`src/rtl/fde_pkg.sv`:
```
// ---------------------------------------------------------------------------
// fde_pkg
// Shared types, codes and constants of the framebuffer draw engine.
// ---------------------------------------------------------------------------
package fde_pkg;

    localparam int DEF_MAX_WIDTH  = 128;
    localparam int DEF_MAX_HEIGHT = 128;

    localparam int COORD_W = 12;
    localparam int PIX_W   = 8;
    localparam int COLOR_W = 32;
    localparam int KIND_W  = 3;
    localparam int CFG_IDX_W  = 2;
    localparam int CFG_DATA_W = 8;
    localparam int ERR_W   = 15;

    localparam logic [KIND_W-1:0] KIND_CLEAR = 3'd0;
    localparam logic [KIND_W-1:0] KIND_PUT   = 3'd1;
    localparam logic [KIND_W-1:0] KIND_GET   = 3'd2;
    localparam logic [KIND_W-1:0] KIND_FILL  = 3'd3;
    localparam logic [KIND_W-1:0] KIND_LINE  = 3'd4;

    localparam logic [CFG_IDX_W-1:0] CFG_ENABLED = 2'd0;
    localparam logic [CFG_IDX_W-1:0] CFG_WIDTH   = 2'd1;
    localparam logic [CFG_IDX_W-1:0] CFG_HEIGHT  = 2'd2;

    localparam logic [PIX_W-1:0] RESET_DIM = 8'd128;

    typedef enum logic [2:0] {
        ST_IDLE,
        ST_FILL,
        ST_LINE,
        ST_GET,
        ST_READ,
        ST_DONE
    } state_t;

    // One pixel access from the walker to the store
    typedef struct packed {
        logic               wr;
        logic               rd;
        logic [PIX_W-1:0]   x;
        logic [PIX_W-1:0]   y;
        logic [COLOR_W-1:0] color;
    } px_t;

endpackage

```
`src/rtl/fde_walker.sv`:
```
// ---------------------------------------------------------------------------
// fde_walker
// Command sequencer: walks fill rectangles and Bresenham lines one pixel per
// cycle, clips each pixel and issues pixel accesses to the store.
// ---------------------------------------------------------------------------
module fde_walker
    import fde_pkg::*;
(
    input  logic               clk,
    input  logic               rst_n,
    input  logic               enabled,
    input  logic [PIX_W-1:0]   eff_w,
    input  logic [PIX_W-1:0]   eff_h,
    input  logic               cmd_valid,
    output logic               cmd_ready,
    input  logic [KIND_W-1:0]  kind,
    input  logic [COORD_W-1:0] pos_x,
    input  logic [COORD_W-1:0] pos_y,
    input  logic [COORD_W-1:0] far_x,
    input  logic [COORD_W-1:0] far_y,
    input  logic [COLOR_W-1:0] color,
    input  logic               rvalid,
    output px_t                px,
    output logic               done_valid,
    output logic               done_get,
    input  logic               done_ready
);

    state_t state_reg, state_next;

    logic [COORD_W-1:0] lx_reg, lx_next, ly_reg, ly_next;
    logic [COORD_W-1:0] ex_reg, ex_next, ey_reg, ey_next;
    logic [COORD_W-1:0] dx_reg, dx_next, dy_reg, dy_next;
    logic               sx_reg, sx_next, sy_reg, sy_next;
    logic signed [ERR_W-1:0] err_reg, err_next;
    logic [PIX_W-1:0]   cx_reg, cx_next, cy_reg, cy_next;
    logic [PIX_W-1:0]   xs_reg, xs_next, xe_reg, xe_next, ye_reg, ye_next;
    logic [COLOR_W-1:0] color_reg, color_next;
    logic               get_reg, get_next;

    logic [COORD_W:0]   w_ext, h_ext, sum_x, sum_y;
    logic [PIX_W-1:0]   fxe, fye;
    logic               cmd_xfer;
    logic               pos_in, line_in;
    logic [COORD_W-1:0] adx, ady;
    logic signed [ERR_W:0]   e2;
    logic signed [ERR_W:0]   ndy;
    logic               step_x, step_y;
    logic [PIX_W:0]     cx_inc, cy_inc;

    assign cmd_xfer = cmd_valid && cmd_ready;
    assign w_ext    = (COORD_W+1)'(eff_w);
    assign h_ext    = (COORD_W+1)'(eff_h);
    assign sum_x    = {1'b0, pos_x} + {1'b0, far_x};
    assign sum_y    = {1'b0, pos_y} + {1'b0, far_y};
    assign fxe      = (sum_x > w_ext) ? eff_w : sum_x[PIX_W-1:0];
    assign fye      = (sum_y > h_ext) ? eff_h : sum_y[PIX_W-1:0];
    assign pos_in   = ({1'b0, pos_x} < w_ext) && ({1'b0, pos_y} < h_ext);
    assign line_in  = ({1'b0, lx_reg} < w_ext) && ({1'b0, ly_reg} < h_ext);
    assign adx      = (far_x > pos_x) ? far_x - pos_x : pos_x - far_x;
    assign ady      = (far_y > pos_y) ? far_y - pos_y : pos_y - far_y;

    assign e2     = {err_reg, 1'b0};
    assign ndy    = -$signed((ERR_W+1)'(dy_reg));
    assign step_x = e2 > ndy;
    assign step_y = e2 < $signed((ERR_W+1)'(dx_reg));
    assign cx_inc = {1'b0, cx_reg} + 1'b1;
    assign cy_inc = {1'b0, cy_reg} + 1'b1;

    always_ff @(posedge clk or negedge rst_n)
    begin
        if (!rst_n)
        begin
            state_reg <= ST_IDLE;
        end
        else
        begin
            state_reg <= state_next;
        end
    end

    always_ff @(posedge clk)
    begin
        lx_reg    <= lx_next;
        ly_reg    <= ly_next;
        ex_reg    <= ex_next;
        ey_reg    <= ey_next;
        dx_reg    <= dx_next;
        dy_reg    <= dy_next;
        sx_reg    <= sx_next;
        sy_reg    <= sy_next;
        err_reg   <= err_next;
        cx_reg    <= cx_next;
        cy_reg    <= cy_next;
        xs_reg    <= xs_next;
        xe_reg    <= xe_next;
        ye_reg    <= ye_next;
        color_reg <= color_next;
        get_reg   <= get_next;
    end

    // next state and walk registers
    always_comb
    begin
        state_next = state_reg;
        lx_next    = lx_reg;
        ly_next    = ly_reg;
        ex_next    = ex_reg;
        ey_next    = ey_reg;
        dx_next    = dx_reg;
        dy_next    = dy_reg;
        sx_next    = sx_reg;
        sy_next    = sy_reg;
        err_next   = err_reg;
        cx_next    = cx_reg;
        cy_next    = cy_reg;
        xs_next    = xs_reg;
        xe_next    = xe_reg;
        ye_next    = ye_reg;
        color_next = color_reg;
        get_next   = get_reg;

        unique case (state_reg)
            ST_IDLE:
            begin
                if (cmd_xfer)
                begin
                    color_next = color;
                    get_next   = 1'b0;
                    lx_next    = pos_x;
                    ly_next    = pos_y;
                    state_next = ST_DONE;
                    if (enabled)
                    begin
                        case (kind)
                            KIND_CLEAR:
                            begin
                                cx_next = '0;
                                cy_next = '0;
                                xs_next = '0;
                                xe_next = eff_w;
                                ye_next = eff_h;
                                if (eff_w != '0 && eff_h != '0)
                                begin
                                    state_next = ST_FILL;
                                end
                            end
                            KIND_FILL:
                            begin
                                cx_next = pos_x[PIX_W-1:0];
                                cy_next = pos_y[PIX_W-1:0];
                                xs_next = pos_x[PIX_W-1:0];
                                xe_next = fxe;
                                ye_next = fye;
                                if (pos_x < COORD_W'(fxe) && pos_y < COORD_W'(fye))
                                begin
                                    state_next = ST_FILL;
                                end
                            end
                            KIND_PUT:
                            begin
                                // a line whose ends coincide: one clipped pixel
                                ex_next    = pos_x;
                                ey_next    = pos_y;
                                dx_next    = '0;
                                dy_next    = '0;
                                err_next   = '0;
                                state_next = ST_LINE;
                            end
                            KIND_LINE:
                            begin
                                ex_next    = far_x;
                                ey_next    = far_y;
                                dx_next    = adx;
                                dy_next    = ady;
                                sx_next    = pos_x < far_x;
                                sy_next    = pos_y < far_y;
                                err_next   = $signed(ERR_W'(adx)) - $signed(ERR_W'(ady));
                                state_next = ST_LINE;
                            end
                            KIND_GET:
                            begin
                                if (pos_in)
                                begin
                                    get_next   = 1'b1;
                                    state_next = ST_GET;
                                end
                            end
                            default:
                            begin
                                state_next = ST_DONE;
                            end
                        endcase
                    end
                end
            end
            ST_FILL:
            begin
                if (cx_inc == (PIX_W+1)'(xe_reg))
                begin
                    cx_next = xs_reg;
                    cy_next = cy_inc[PIX_W-1:0];
                    if (cy_inc == (PIX_W+1)'(ye_reg))
                    begin
                        state_next = ST_DONE;
                    end
                end
                else
                begin
                    cx_next = cx_inc[PIX_W-1:0];
                end
            end
            ST_LINE:
            begin
                if (lx_reg == ex_reg && ly_reg == ey_reg)
                begin
                    state_next = ST_DONE;
                end
                else
                begin
                    err_next = err_reg
                             - (step_x ? $signed(ERR_W'(dy_reg)) : '0)
                             + (step_y ? $signed(ERR_W'(dx_reg)) : '0);
                    if (step_x)
                    begin
                        lx_next = sx_reg ? lx_reg + 1'b1 : lx_reg - 1'b1;
                    end
                    if (step_y)
                    begin
                        ly_next = sy_reg ? ly_reg + 1'b1 : ly_reg - 1'b1;
                    end
                end
            end
            ST_GET:
            begin
                state_next = ST_READ;
            end
            ST_READ:
            begin
                if (rvalid)
                begin
                    state_next = ST_DONE;
                end
            end
            ST_DONE:
            begin
                if (done_ready)
                begin
                    state_next = ST_IDLE;
                end
            end
            default:
            begin
                state_next = ST_IDLE;
            end
        endcase
    end

    // outputs
    always_comb
    begin
        px.wr      = 1'b0;
        px.rd      = 1'b0;
        px.x       = lx_reg[PIX_W-1:0];
        px.y       = ly_reg[PIX_W-1:0];
        px.color   = color_reg;
        cmd_ready  = 1'b0;
        done_valid = 1'b0;
        done_get   = get_reg;

        unique case (state_reg)
            ST_IDLE:
            begin
                cmd_ready = 1'b1;
            end
            ST_FILL:
            begin
                px.wr = 1'b1;
                px.x  = cx_reg;
                px.y  = cy_reg;
            end
            ST_LINE:
            begin
                px.wr = line_in;
            end
            ST_GET:
            begin
                px.rd = 1'b1;
            end
            ST_READ:
            begin
                px.rd = 1'b0;
            end
            ST_DONE:
            begin
                done_valid = 1'b1;
            end
            default:
            begin
                cmd_ready = 1'b0;
            end
        endcase
    end

endmodule

```
`config.mk`:
```
export PLATFORM = sky130hd
export DESIGN_NAME = fde_walker
export DESIGN_NICKNAME = d
export VERILOG_FILES = /design/src/rtl/fde_pkg.sv /design/src/rtl/fde_walker.sv
export SDC_FILE = /design/constraint.sdc
export NUM_CORES = 1
export LEC_CHECK = 0
export CORE_MARGIN = 4
export CORE_UTILIZATION = 30
export DETAILED_ROUTE_END_ITERATION = 6
export DONT_BUFFER_PORTS = 1
export MAX_ROUTING_LAYER = met4
export PLACE_DENSITY_LB_ADDON = 0.2
export SYNTH_ARGS = -nofsm -noshare
export SYNTH_HDL_FRONTEND = slang
export SYNTH_SLANG_ARGS = --single-unit
```
`constraint.sdc`:
```
create_clock -name clk -period 6.8 [get_ports clk]
set_input_delay 1.36 -clock clk [delete_from_list [all_inputs] [get_ports clk]]
set_output_delay 1.36 -clock clk [all_outputs]
set_load 0.005 [all_outputs]
```
# After elaboration in Yosys (flattened, before gate mapping)
# Cells that the tools add are included.
# Widths: inputs -> output; s select.
classes:
  n_addsub: 16
  magnitude_cmp: 14
  n_eq_ne: 25
  muxes: 55
  n_reduce_logical: 26
ops:
  columns: ["operator", "count"]
  rows:
  - ["$mux 12", 12]
  - ["$pmux 12 s2", 6]
  - ["$pmux 8 s2", 6]
  - ["$lt 12x8->1", 6]
  - ["$mux 8", 8]
  - ["$pmux 15 s2", 2]
  - ["$sub 12x12->12", 4]
  - ["$mux 15", 3]
  - ["$mux 3", 10]
  - ["$add 12x12->13", 2]
  - ["$gt 13x8->1", 2]
  - ["$add 12x1->12 const B", 2]
  - ["$eq 12x12->1", 2]
  - ["$gt 12x12->1", 2]
  - ["$lt 12x12->1", 2]
  - ["$reduce_and 4->1", 6]
  - ["$sub 12x1->12 const B", 2]
  - ["$ne 2x2->1 const B", 10]
  - ["$add 8x1->9 const B", 2]
  - ["$eq 9x8->1", 2]
  - ["$pmux 3 s6", 1]
  - ["$gt 16x16->1", 1]
  - ["$lt 16x13->1", 1]
  - ["$mux 16", 1]
  - ["19 further kinds", 41]
word_totals:
  ff_bits: 165
  input_bits: 105
  out_inout_bits: 53
  word_cells: 153

# Longest topological paths before layout
# Gate-level depths: netlist of run 1.
depth:
  word_depth: 10
  ltp_mapped: 29
  mapped_depth_nobuf: 29

# Worst setup path before layout of run 1
# No wires, ideal clock.
synth_path:
  path_type: "in2reg"
  from: "input port cmd_valid"
  to: "register dx_reg[0] (enable)"
  setup_time_ps: 513
  t_arrival_ps: 5843
  required_time_ps: 6287
  path_slack_ps: 444
  stages: 3
  path_buffers: 0
  cell_sequence: "and2_1 nand2_1 nor3_1"
synth_via:
  elab_chain_cells: 2
synth_rtl:
  columns: ["element", "line", "text"]
  rows:
  - ["start: declaration", "fde_walker.sv:14", "input logic cmd_valid,"]
  - ["$logic_and 1x1->1", "fde_walker.sv:51", "assign cmd_xfer = cmd_valid && cmd_ready;"]
  - ["$reduce_and 4->1 (no line)", null, null]
  - ["end signal: assignment", "fde_walker.sv:88", "dx_reg <= dx_next;"]
  - ["end: declaration", "fde_walker.sv:33", "logic [COORD_W-1:0] dx_reg, dx_next, dy_reg, dy_next;"]
# Every way passes these cells.
# A chain may end at the register's enable or synchronous reset.

# Worst setup path in the final report of run 1
layout_path:
  from: "input port pos_y[4]"
  to: "register state_reg[2]"
layout_via:
  elab_chain_cells: 10
  elab_cells_between_ends: 13
  cone_classes: "1 x add/sub; 3 x order compare; 7 x mux; 2 x reduce/logical"
layout_rtl:
  columns: ["element", "line", "text"]
  rows:
  - ["start: declaration", "fde_walker.sv:18", "input logic [COORD_W-1:0] pos_y,"]
  - ["$add 12x12->13", "fde_walker.sv:55", "assign sum_y = {1'b0, pos_y} + {1'b0, far_y};"]
  - ["$gt 13x8->1", "fde_walker.sv:57", "assign fye = (sum_y > h_ext) ? eff_h : sum_y[PIX_W-1:0];"]
  - ["$mux 8", "fde_walker.sv:57", null]
  - ["$lt 12x8->1", "fde_walker.sv:155", "if (pos_x < COORD_W'(fxe) && pos_y < COORD_W'(fye))"]
  - ["$logic_and 1x1->1", "fde_walker.sv:155", null]
  - ["$mux 3", "fde_walker.sv:155", null]
  - ["$pmux 3 s4 (*)", "fde_walker.sv:135", "case (kind)"]
  - ["$mux 3 (*)", "fde_walker.sv:133", "if (enabled)"]
  - ["$mux 3 (*)", "fde_walker.sv:126", "if (cmd_xfer)"]
  - ["$pmux 3 s6 (*)", "fde_walker.sv:123", "unique case (state_reg)"]
  - ["end signal: assignment", "fde_walker.sv:78", "state_reg <= state_next;"]
  - ["end: declaration", "fde_walker.sv:29", "state_t state_reg, state_next;"]
# Mark *: on every way between the ends. The rest lies on a longest branch, timed or not. The select of a mux whose other input is x is not followed.

==> results.py, run 1 <==
metrics = {
    "placed_design": {
        "hpwlAfterDp_um": 41200,
        "portBuffers": 0,
        "dp.cells": 2391,
        "pre_cts_slack_ps": 166,
        "gp_congestion": 0.909,
    },
    "floorplanning": {
        "die-area_um2": 55700,
        "pin_count": 158,
        "die_h_um": 236,
        "core-area_um2": 51400,
        "fp-row-count": 83,
        "start_util": 0.303,
        "die_x_um": 236,
    },
    "routing": {
        "drc": 0,
        "firstDrtPassIters": 5,
        "vias_per_cell": 5.25,
        "post_drt_wl_per_cell_um": 20.9,
        "vias": 12700,
        "final_antenna_net_count": 0,
        "drt-initial-drc-count": 961,
        "wirelength_um": 50600,
    },
    "worst_setup_path": {
        "cp-start-kind": "input pin",
        "cp_data_required_time_ps": 7160,
        "rrSetupSlack_ps": 610,
        "crit_path_end_kind": "flop",
        "worstSetupPathType": "in2reg",
        "slowest_delay_ps": 480,
        "slowest_stage": "o41ai_1",
        "arrival_ps": 6630,
        "crit_fanout": 7,
        "path_cells": "inv_1 > ha_1 > clkinv_1 > a21o_1 > o41ai_1 > xor2_1 > ha_1 > or2_2 > o31a_1 > o41ai_1 > o21ai_0 > a211oi_1 > and2_1 > mux2i_1 > ha_1 > a211oi_1 > nand2_1 > nor3_1 > o21ai_0 > nor3_1 > a211oi_1 > o2111ai_1 > nand3_1",
    },
    "clock_tree": {
        "cts_buffers": 17,
        "insertion_delay_ps": 480,
        "cts-hold-fix-buffers": 0,
        "cts.htree.levels": 4,
        "cts_root_buf": "clkbuf_16",
        "clk_pin_slew_ps": 70,
        "cts_resized": 0,
        "ctsLongestPathBuffers": 2,
        "post_cts_buffers": 0,
        "cts_sinks": 165,
        "cts_tree": "done",
    },
    "global_route": {
        "grt_max_degree": 63,
        "grt_util_all_layers": 0.185,
        "grt_pass1_wl_um": 77800,
        "gr-total-overflow": 0,
        "grt_pass1_vias": 12700,
        "grt_antenna_before_repair": 0,
    },
    "final_layout": {
        "final_util": 0.332,
        "syn2layout_area_growth_pct": 9.50,
        "nets": 2062,
        "instances_no_fill": 2423,
        "fillers": 5355,
        "final_cell_mix": "nand2_1, ha_1, inv_1",
        "drive_gt1_frac": 0.0591,
        "largest_reg_flops": 32,
        "n_antenna_cell": 0,
    },
    "timing": {
        "slew_viol_final": 0,
        "period_share": 0.923,
        "totalNegativeSetupSlack_ps": 0,
        "hold_viol": 0,
        "fin_skew_ps": 15.6,
        "rsz0062_at_grt": "false",
        "worst_pin_slew_ps": 1100,
        "clock.fmax_mhz": 159,
        "relSlewSlack": 0.264,
        "setup_viol": 0,
        "fin_ws_ps": 526,
        "min_period_ps": 6270,
    },
    "min_path": {
        "hold_class": "in2async",
    },
    "outcome": {
        "outcome": "finished, final reports clean",
    },
    "power": {
        "total_leakage_power_nw": 7.04,
        "power.density_nw_per_um2": 168,
        "peakVddDrop_uv": 243,
    },
    "yosys": {
        "synthesis.area_um2": 15600,
        "ys_seq_area_frac": 0.317,
        "ys.flop_type": "edfxtp_1",
        "synth-warning-count": 0,
        "synth.distinct_cells": 80,
        "syn-num-nets": 2067,
        "async_reset_ff_frac": 0.0182,
        "synth_area_per_cell_um2": 8.98,
        "synth-edff-count": 162,
        "synthCells": 1735,
        "ys_ff_latch": 165,
    },
    "job": {
        "maxCapViolCount": 0,
    },
}
per-stage QoR:
step,total power (W),hold WS (ps),instance area (µm²)
after global routing,0.00302,535,17100
after CTS,0.00289,525,17000
after global placement,0.00190,594,16500
after detailed placement,0.00190,606,16500
after floorplan,0.00168,577,15600
final,0.00286,568,17100
cells by family (layout without fill, tap and decap cells):
family / Yosys count / count (layout) / synth area share
adders and majority gates: 227 / 227 / 0.192
and+or+nand+nor: 526 / 526 / 0.160
muxes: 47 / 47 / 0.0307
DFF: 165 / 165 / 0.317
xor gates and xnor gates: 133 / 133 / 0.0766
AOI/OAI and AO/OA: 413 / 413 / 0.168
buffers and inverters: 224 / 232 / 0.0556
where the power goes:
group	internal, W	total, W	switching (W)
clock network	0.000514	0.000980	0.000466
registers	0.00111	0.00111	0
logic	0.000307	0.000772	0.000465
synthesized netlist by cell type (all sizes together) (27+ instances only):
cell type  count  share of area
nor2         104          0.025
edfxtp       162           0.31
xnor2         71          0.040
a21oi         91          0.029
and2          29          0.012
nand2        206          0.050
inv          166          0.040
clkbuf        45          0.011
mux2i         40          0.026
ha           206           0.17
o21ai        143          0.046
nand3         27         0.0087
xor2          60          0.034
critical path: cells and delay by family:
family                     cells  cell delay (ps)
buffers and inverters          2              200
AOI/OAI and AO/OA             10             2220
adders and majority gates      3              970
and+or+nand+nor                6             1260
xor gates and xnor gates       1              280
muxes                          1              320
final cells by class:
| class | count | area, µm² | area share |
|---|---|---|---|
| multi-input combinational | 1346 | 9840 | 0.576 |
| sequential | 165 | 4940 | 0.289 |
| tap | 680 | 851 | 0.0498 |
| inverter | 168 | 631 | 0.0369 |
| clock buffer | 18 | 429 | 0.0251 |
| timing repair buffer | 32 | 240 | 0.0141 |
| clock inverter | 14 | 140 | 0.00821 |
final timing paths:
check / cells past startpoint / endpoint / from
setup / recovery: 23 / state_reg[2]$_DFFE_PN0P_ / pos_y[4]
hold / removal: 0 / state_reg[2]$_DFFE_PN0P_ / rst_n
setup reg to reg: 29 / err_reg[13]$_DFFE_PP_ / dy_reg[3]$_SDFFCE_PN0P_
hold reg to reg: 2 / cx_reg[6]$_DFFE_PP_ / xs_reg[6]$_DFFE_PP_
max in group asynchronous: 0 / state_reg[1]$_DFFE_PN0P_ / rst_n
min in group clk: 2 / cx_reg[6]$_DFFE_PP_ / xs_reg[6]$_DFFE_PP_
metal layers:
| metal | routed length, µm | GRT usage |
|---|---|---|
| met1 | 23900 | 0.246 |
| met2 | 23000 | 0.288 |
| met3 | 2950 | 0.0409 |
| met4 | 820 | 0.0479 |
| met5 | 0 | - |
(Power assumes the default switching activity.)
==> inputs of run 2 (changes only) <==
CORE_MARGIN = 5   (was 4)
clock period = 5.05 ns   (was 6.8 ns; I/O delays follow)
==> results.py, run 2 (same netlist as run 1, synthesis figures left out) <==
metrics = {
    "outcome": {
        "outcome": "finished with violations",
        "violations": "negative setup slack",
    },
    "worst_setup_path": {
        "crit_fanout": 4,
        "r2r_start": "dy_reg[3]$_SDFFCE_PN0P_",
        "crit_path_end_kind": "flop",
        "cp-startpoint": "dy_reg[3]$_SDFFCE_PN0P_",
        "rr_worst_depth": 27,
        "worstSetupPathType": "reg2reg",
        "arrival_ps": 5890,
        "rrSetupSlack_ps": -600,
        "cp-start-kind": "flop",
        "regToRegEndpoint": "err_reg[14]$_DFFE_PP_",
        "cp_data_required_time_ps": 5280,
    },
    "timing": {
        "setup_viol": 11,
        "relSlewSlack": 0.315,
        "fin_ws_ps": -605,
        "clock.fmax_mhz": 177,
        "slew_viol_final": 0,
        "rsz0062_at_grt": "true",
        "fin_skew_ps": 13.5,
        "period_share": 1.12,
        "min_period_ps": 5650,
        "worst_pin_slew_ps": 1030,
        "totalNegativeSetupSlack_ps": -4390,
        "hold_viol": 0,
    },
    "power": {
        "total_leakage_power_nw": 8.47,
        "peakVddDrop_uv": 274,
        "power.density_nw_per_um2": 217,
    },
    "placed_design": {
        "gp_congestion": 0.913,
        "portBuffers": 0,
        "placed_area_um2": 18300,
        "hpwlAfterDp_um": 43100,
    },
    "floorplanning": {
        "die_h_um": 238,
        "die_x_um": 238,
        "die-area_um2": 56600,
        "start_util": 0.303,
        "core-area_um2": 51400,
        "pin_count": 158,
        "fp-row-count": 83,
    },
    "routing": {
        "route.met3.wl_um": 2930,
        "post_drt_wl_per_cell_um": 20.1,
        "drc": 0,
        "final_antenna_net_count": 0,
        "vias": 13700,
        "drt-initial-drc-count": 742,
        "wl_met1_um": 24900,
        "vias_per_cell": 5.08,
        "wirelength_um": 54100,
        "route.met2.wl_um": 25100,
        "firstDrtPassIters": 7,
        "highest_layer": "met4",
    },
    "clock_tree": {
        "cts-hold-fix-buffers": 0,
        "cts_root_buf": "clkbuf_16",
        "cts_buffers": 17,
        "cts.htree.levels": 4,
        "cts_sinks": 165,
        "ctsLongestPathBuffers": 2,
        "cts_tree": "done",
        "insertion_delay_ps": 490,
        "clk_pin_slew_ps": 70,
    },
    "final_layout": {
        "post-route-cell-area_um2": 19800,
        "drive_gt1_frac": 0.235,
        "final_common_cell": "buf_4",
        "final_cell_mix": "buf_4, nand2_1, ha_1",
        "largest_reg_flops": 32,
        "nets": 2326,
        "syn2layout_area_growth_pct": 27.2,
    },
    "min_path": {
        "hold_class": "in2async",
    },
    "global_route": {
        "gr-total-overflow": 0,
        "grt_pass1_vias": 14100,
        "grt_util_all_layers": 0.194,
        "grt_max_degree": 62,
        "grt_pass1_wl_um": 83000,
        "grt_antenna_before_repair": 1,
    },
    "job": {
        "maxCapViolCount": 0,
    },
}
==> run 2: cell count changes in the layout (fill, tap and decap cells not counted), moves of 9 or more <==
cell | before | now
o21ai_0 | 142 | 130
buf_6 | 0 | 9
ha_1 | 206 | 190
ha_4 | 0 | 14
buf_4 | 32 | 286
==> run 2: layout make-up <==
type / count / area, µm²
fill: 5180 / 31600
multi-input combinational: 1346 / 10600
sequential: 165 / 4940
timing repair buffer: 296 / 2260
tap: 680 / 851
inverter: 168 / 639
clock buffer: 17 / 425
clock inverter: 15 / 154
antenna: 1 / 2.50
==> run 2: where the power goes <==
group / total [W] / internal [W] / leakage, nW / switching [W]
registers: 0.00150 / 0.00150 / 1.50 / 0
logic: 0.00147 / 0.000737 / 6.68 / 0.000733
clock network: 0.00134 / 0.000659 / 0.286 / 0.000683
==> run 2: worst max path at each step <==
stage          slack, ps                  endpoint  cells after the start
5_1_grt             -910     err_reg[13]$_DFFE_PP_                     27
2_1_floorplan       -190     err_reg[13]$_DFFE_PP_                     27
4_1_cts             -520      err_reg[9]$_DFFE_PP_                     27
3_3_place_gp        -680  state_reg[2]$_DFFE_PN0P_                     24
6_report            -600     err_reg[14]$_DFFE_PP_                     27
3_5_place_dp        -850  state_reg[2]$_DFFE_PN0P_                     25
==> run 2: critical path, stage by stage, from the launching register on <==
cell	delay (ps)
edfxtp_1	390
or3_4	430
nor4_4	180
nand2_2	100
nor2_2	140
xor2_1	180
ha_1	270
a21o_1	200
a21o_1	170
a21oi_2	130
nor2b_1	60
o21ai_1	130
nand2b_1	80
a221oi_2	270
a221oi_2	130
and2_4	160
fa_1	480
buf_4	160
fa_2	380
nor2b_4	130
o21ai_2	70
a21boi_2	160
o21ai_2	100
a21oi_2	210
a41oi_2	200
a21oi_2	200
mux2i_1	200
nand3_1	90
==> run 2: layer usage <==
| layer | vias up | GRT usage |
|---|---|---|
| met5 | - | - |
| met3 | 71 | 0.0390 |
| met2 | 345 | 0.312 |
| li1 | 6701 | - |
| met4 | 0 | 0.0549 |
| met1 | 6546 | 0.250 |
==> run 2: through the flow <==
stage | hold slack, ps | util | std cells | worst slack, ps | power [W]
2_1_floorplan | 577 | - | 1735 | -188 | 0.00227
4_1_cts | 174 | 0.376 | 2670 | -525 | 0.00428
6_report | 214 | 0.386 | 2688 | -605 | 0.00431
3_5_place_dp | 601 | 0.355 | 2608 | -849 | 0.00288
3_3_place_gp | 601 | 0.355 | 2608 | -683 | 0.00287
5_1_grt | 184 | 0.386 | 2688 | -906 | 0.00455
==> run 2: repair_timing <==
action,4_1_cts,5_1_grt
pin swaps,54,93
gates resized for setup,55,72
setup endpoints to repair,11,12
setup buffers,31,21
hold endpoints to repair,0,0
==> inputs of run 3 (changes only) <==
ABC_AREA = 1   (was unset)
==> results.py, run 3 <==
metrics = {
    "final_layout": {
        "final_common_cell": "nand2_1",
        "largest_reg_flops": 32,
        "drive_gt1_frac": 0.170,
        "final_util": 0.367,
        "fillers": 5414,
        "multiInputGateArea_um2": 9690,
        "final_cell_mix": "nand2_1, inv_1, buf_4",
        "nets": 2560,
        "regArea_um2": 4940,
        "post-route-cell-area_um2": 19200,
        "syn2layout_area_growth_pct": 21.8,
        "n_antenna_cell": 0,
    },
    "timing": {
        "fin_ws_ps": -248,
        "slew_viol_final": 0,
        "setup_viol": 7,
        "min_period_ps": 5300,
        "clock.fmax_mhz": 189,
        "fin_skew_ps": 15.0,
        "hold_viol": 0,
        "fin_hold_ws_ps": 240,
        "worst_pin_slew_ps": 838,
        "relSlewSlack": 0.427,
        "rsz0062_at_grt": "true",
        "period_share": 1.05,
    },
    "placed_design": {
        "pre_cts_slack_ps": -617,
        "hpwlAfterDp_um": 42500,
        "gp_congestion": 0.941,
        "portBuffers": 0,
        "placed_area_um2": 18000,
    },
    "clock_tree": {
        "clk_pin_slew_ps": 80,
        "cts_root_buf": "clkbuf_16",
        "cts-hold-fix-buffers": 0,
        "cts_buffers": 17,
        "cts.htree.levels": 4,
        "cts_sinks": 165,
        "insertion_delay_ps": 460,
        "ctsLongestPathBuffers": 2,
        "cts_tree": "done",
    },
    "worst_setup_path": {
        "slowest_delay_ps": 480,
        "cp_top_family": "simple AND/OR/NAND/NOR gates",
        "crit_fanout": 6,
        "cp-start-kind": "flop",
        "rrSetupSlack_ps": -250,
        "arrival_ps": 5500,
        "critPathBufInv": 2,
        "regToRegEndpoint": "err_reg[14]$_DFFE_PP_",
        "cp_data_required_time_ps": 5250,
        "path_common_cell": "nand2_2",
        "rr_worst_depth": 35,
        "crit_path_end_kind": "flop",
        "worstSetupPathType": "reg2reg",
        "slowest_stage": "fa_2",
        "r2r_start": "dy_reg[1]$_SDFFCE_PN0P_",
    },
    "global_route": {
        "grt_util_all_layers": 0.185,
        "grt_antenna_before_repair": 0,
        "gr-total-overflow": 0,
        "grt_max_degree": 50,
        "grt_pass1_wl_um": 80000,
        "grt_pass1_vias": 14100,
    },
    "power": {
        "combPwrFrac": 0.459,
        "power.switching_w": 0.00246,
        "clkPwrFrac": 0.217,
        "power.density_nw_per_um2": 315,
        "total_leakage_power_nw": 8.96,
        "swShare": 0.408,
        "power_frac_seq": 0.324,
        "finalPower_w": 0.00603,
        "peakVddDrop_uv": 246,
        "power.internal_w": 0.00357,
    },
    "yosys": {
        "ys_seq_area_frac": 0.314,
        "synth_area_leaders": "edfxtp_1, ha_1, nand2_1",
        "synth.distinct_cells": 58,
        "ys_ff_latch": 165,
        "synth-warning-count": 0,
        "yosysMostFrequentCell": "nand2_1",
        "synthesis.area_um2": 15700,
        "synth-edff-count": 162,
        "synth_top_cell_area_share": 0.309,
        "syn-num-nets": 2346,
        "netlist_top_cells_count": "nand2_1, inv_1, ha_1",
        "synth_top_area_cell": "edfxtp_1",
        "synthCells": 2014,
        "synth_area_per_cell_um2": 7.81,
        "ys.flop_type": "edfxtp_1",
        "async_reset_ff_frac": 0.0182,
    },
    "routing": {
        "post_drt_wl_per_cell_um": 17.9,
        "wirelength_um": 52500,
        "drt-initial-drc-count": 953,
        "final_antenna_net_count": 0,
        "drc": 0,
        "vias": 14300,
        "firstDrtPassIters": 5,
        "vias_per_cell": 4.88,
    },
    "floorplanning": {
        "die_x_um": 239,
        "core-area_um2": 52200,
        "die_h_um": 239,
        "fp-row-count": 84,
        "start_util": 0.301,
        "die-area_um2": 57100,
        "pin_count": 158,
    },
    "job": {
        "maxCapViolCount": 0,
    },
    "outcome": {
        "outcome": "finished with violations",
        "violations": "negative setup slack",
    },
    "min_path": {
        "hold_class": "in2async",
    },
}
## run 3: cells by family (layout without fill, tap and decap cells)
family                   Yosys count  count (layout)  synth area share
AO/OA/AOI/OAI                    406             406             0.149
multiplexers                       4               4           0.00270
flip-flops                       165             165             0.314
AND/OR/NAND/NOR                  739             739             0.196
adder cells (fa/ha/maj)          227             227             0.191
buffers and inverters            371             598            0.0911
XOR/XNOR                         102             102            0.0568
## run 3: through the flow
step | TNS, ps | cells
6_report | -840 | 2929
5_1_grt | -3510 | 2929
4_1_cts | -3740 | 2922
3_5_place_dp | -2680 | 2861
3_3_place_gp | -1930 | 2861
2_1_floorplan | 0 | 2014
## run 3: per-layer routing
layer | vias up | track usage | part of all wire
met1 | 6754 | 0.243 | 0.46
met2 | 317 | 0.301 | 0.47
met4 | 0 | 0.0455 | 0.021
li1 | 7155 | - | -
met3 | 57 | 0.0286 | 0.047
met5 | - | - | 0
## run 3: final cells by class
cell class              count  area share
multi-input cells        1478       0.506
repair buffers            243      0.0974
clock buffers              17      0.0222
inverters                 323      0.0633
well taps                 688      0.0449
clock inverters            15     0.00849
flip-flops and latches    165       0.258
## run 3: worst register-to-register path: cells and delay by family, from the launching register on
family	cells	cell delay, ps
AO/OA/AOI/OAI	10	1190
XOR/XNOR	1	200
adder cells (fa/ha/maj)	3	1200
buffers and inverters	2	130
flip-flops	1	440
AND/OR/NAND/NOR	19	1900
## run 3: power by group through the flow
stage	sequential [W]	combinational [W]	clock (W)
floorplan	0.00191	0.00167	0
global placement	0.00199	0.00255	0
detailed placement	0.00199	0.00257	0
CTS	0.00196	0.00270	0.00135
global route	0.00198	0.00311	0.00141
finish	0.00196	0.00277	0.00131
## run 3: worst max-delay path by stage
stage / from / to / slack, ps / depth (start not counted)
finish: dy_reg[1]$_SDFFCE_PN0P_ / err_reg[14]$_DFFE_PP_ / -250 / 35
global route: dy_reg[1]$_SDFFCE_PN0P_ / err_reg[14]$_DFFE_PP_ / -580 / 36
CTS: dy_reg[1]$_SDFFCE_PN0P_ / err_reg[13]$_DFFE_PP_ / -540 / 34
detailed placement: dy_reg[1]$_SDFFCE_PN0P_ / err_reg[14]$_DFFE_PP_ / -620 / 35
global placement: dy_reg[1]$_SDFFCE_PN0P_ / err_reg[14]$_DFFE_PP_ / -530 / 35
floorplan: dy_reg[1]$_SDFFCE_PN0P_ / err_reg[14]$_DFFE_PP_ / 20 / 37
## run 3: what timing repair did
action | 4_1_cts | 5_1_grt
setup buffers | 29 | 9
resized for setup | 38 | 57
endpoints found under the setup margin | 8 | 13
pin swaps | 33 | 46
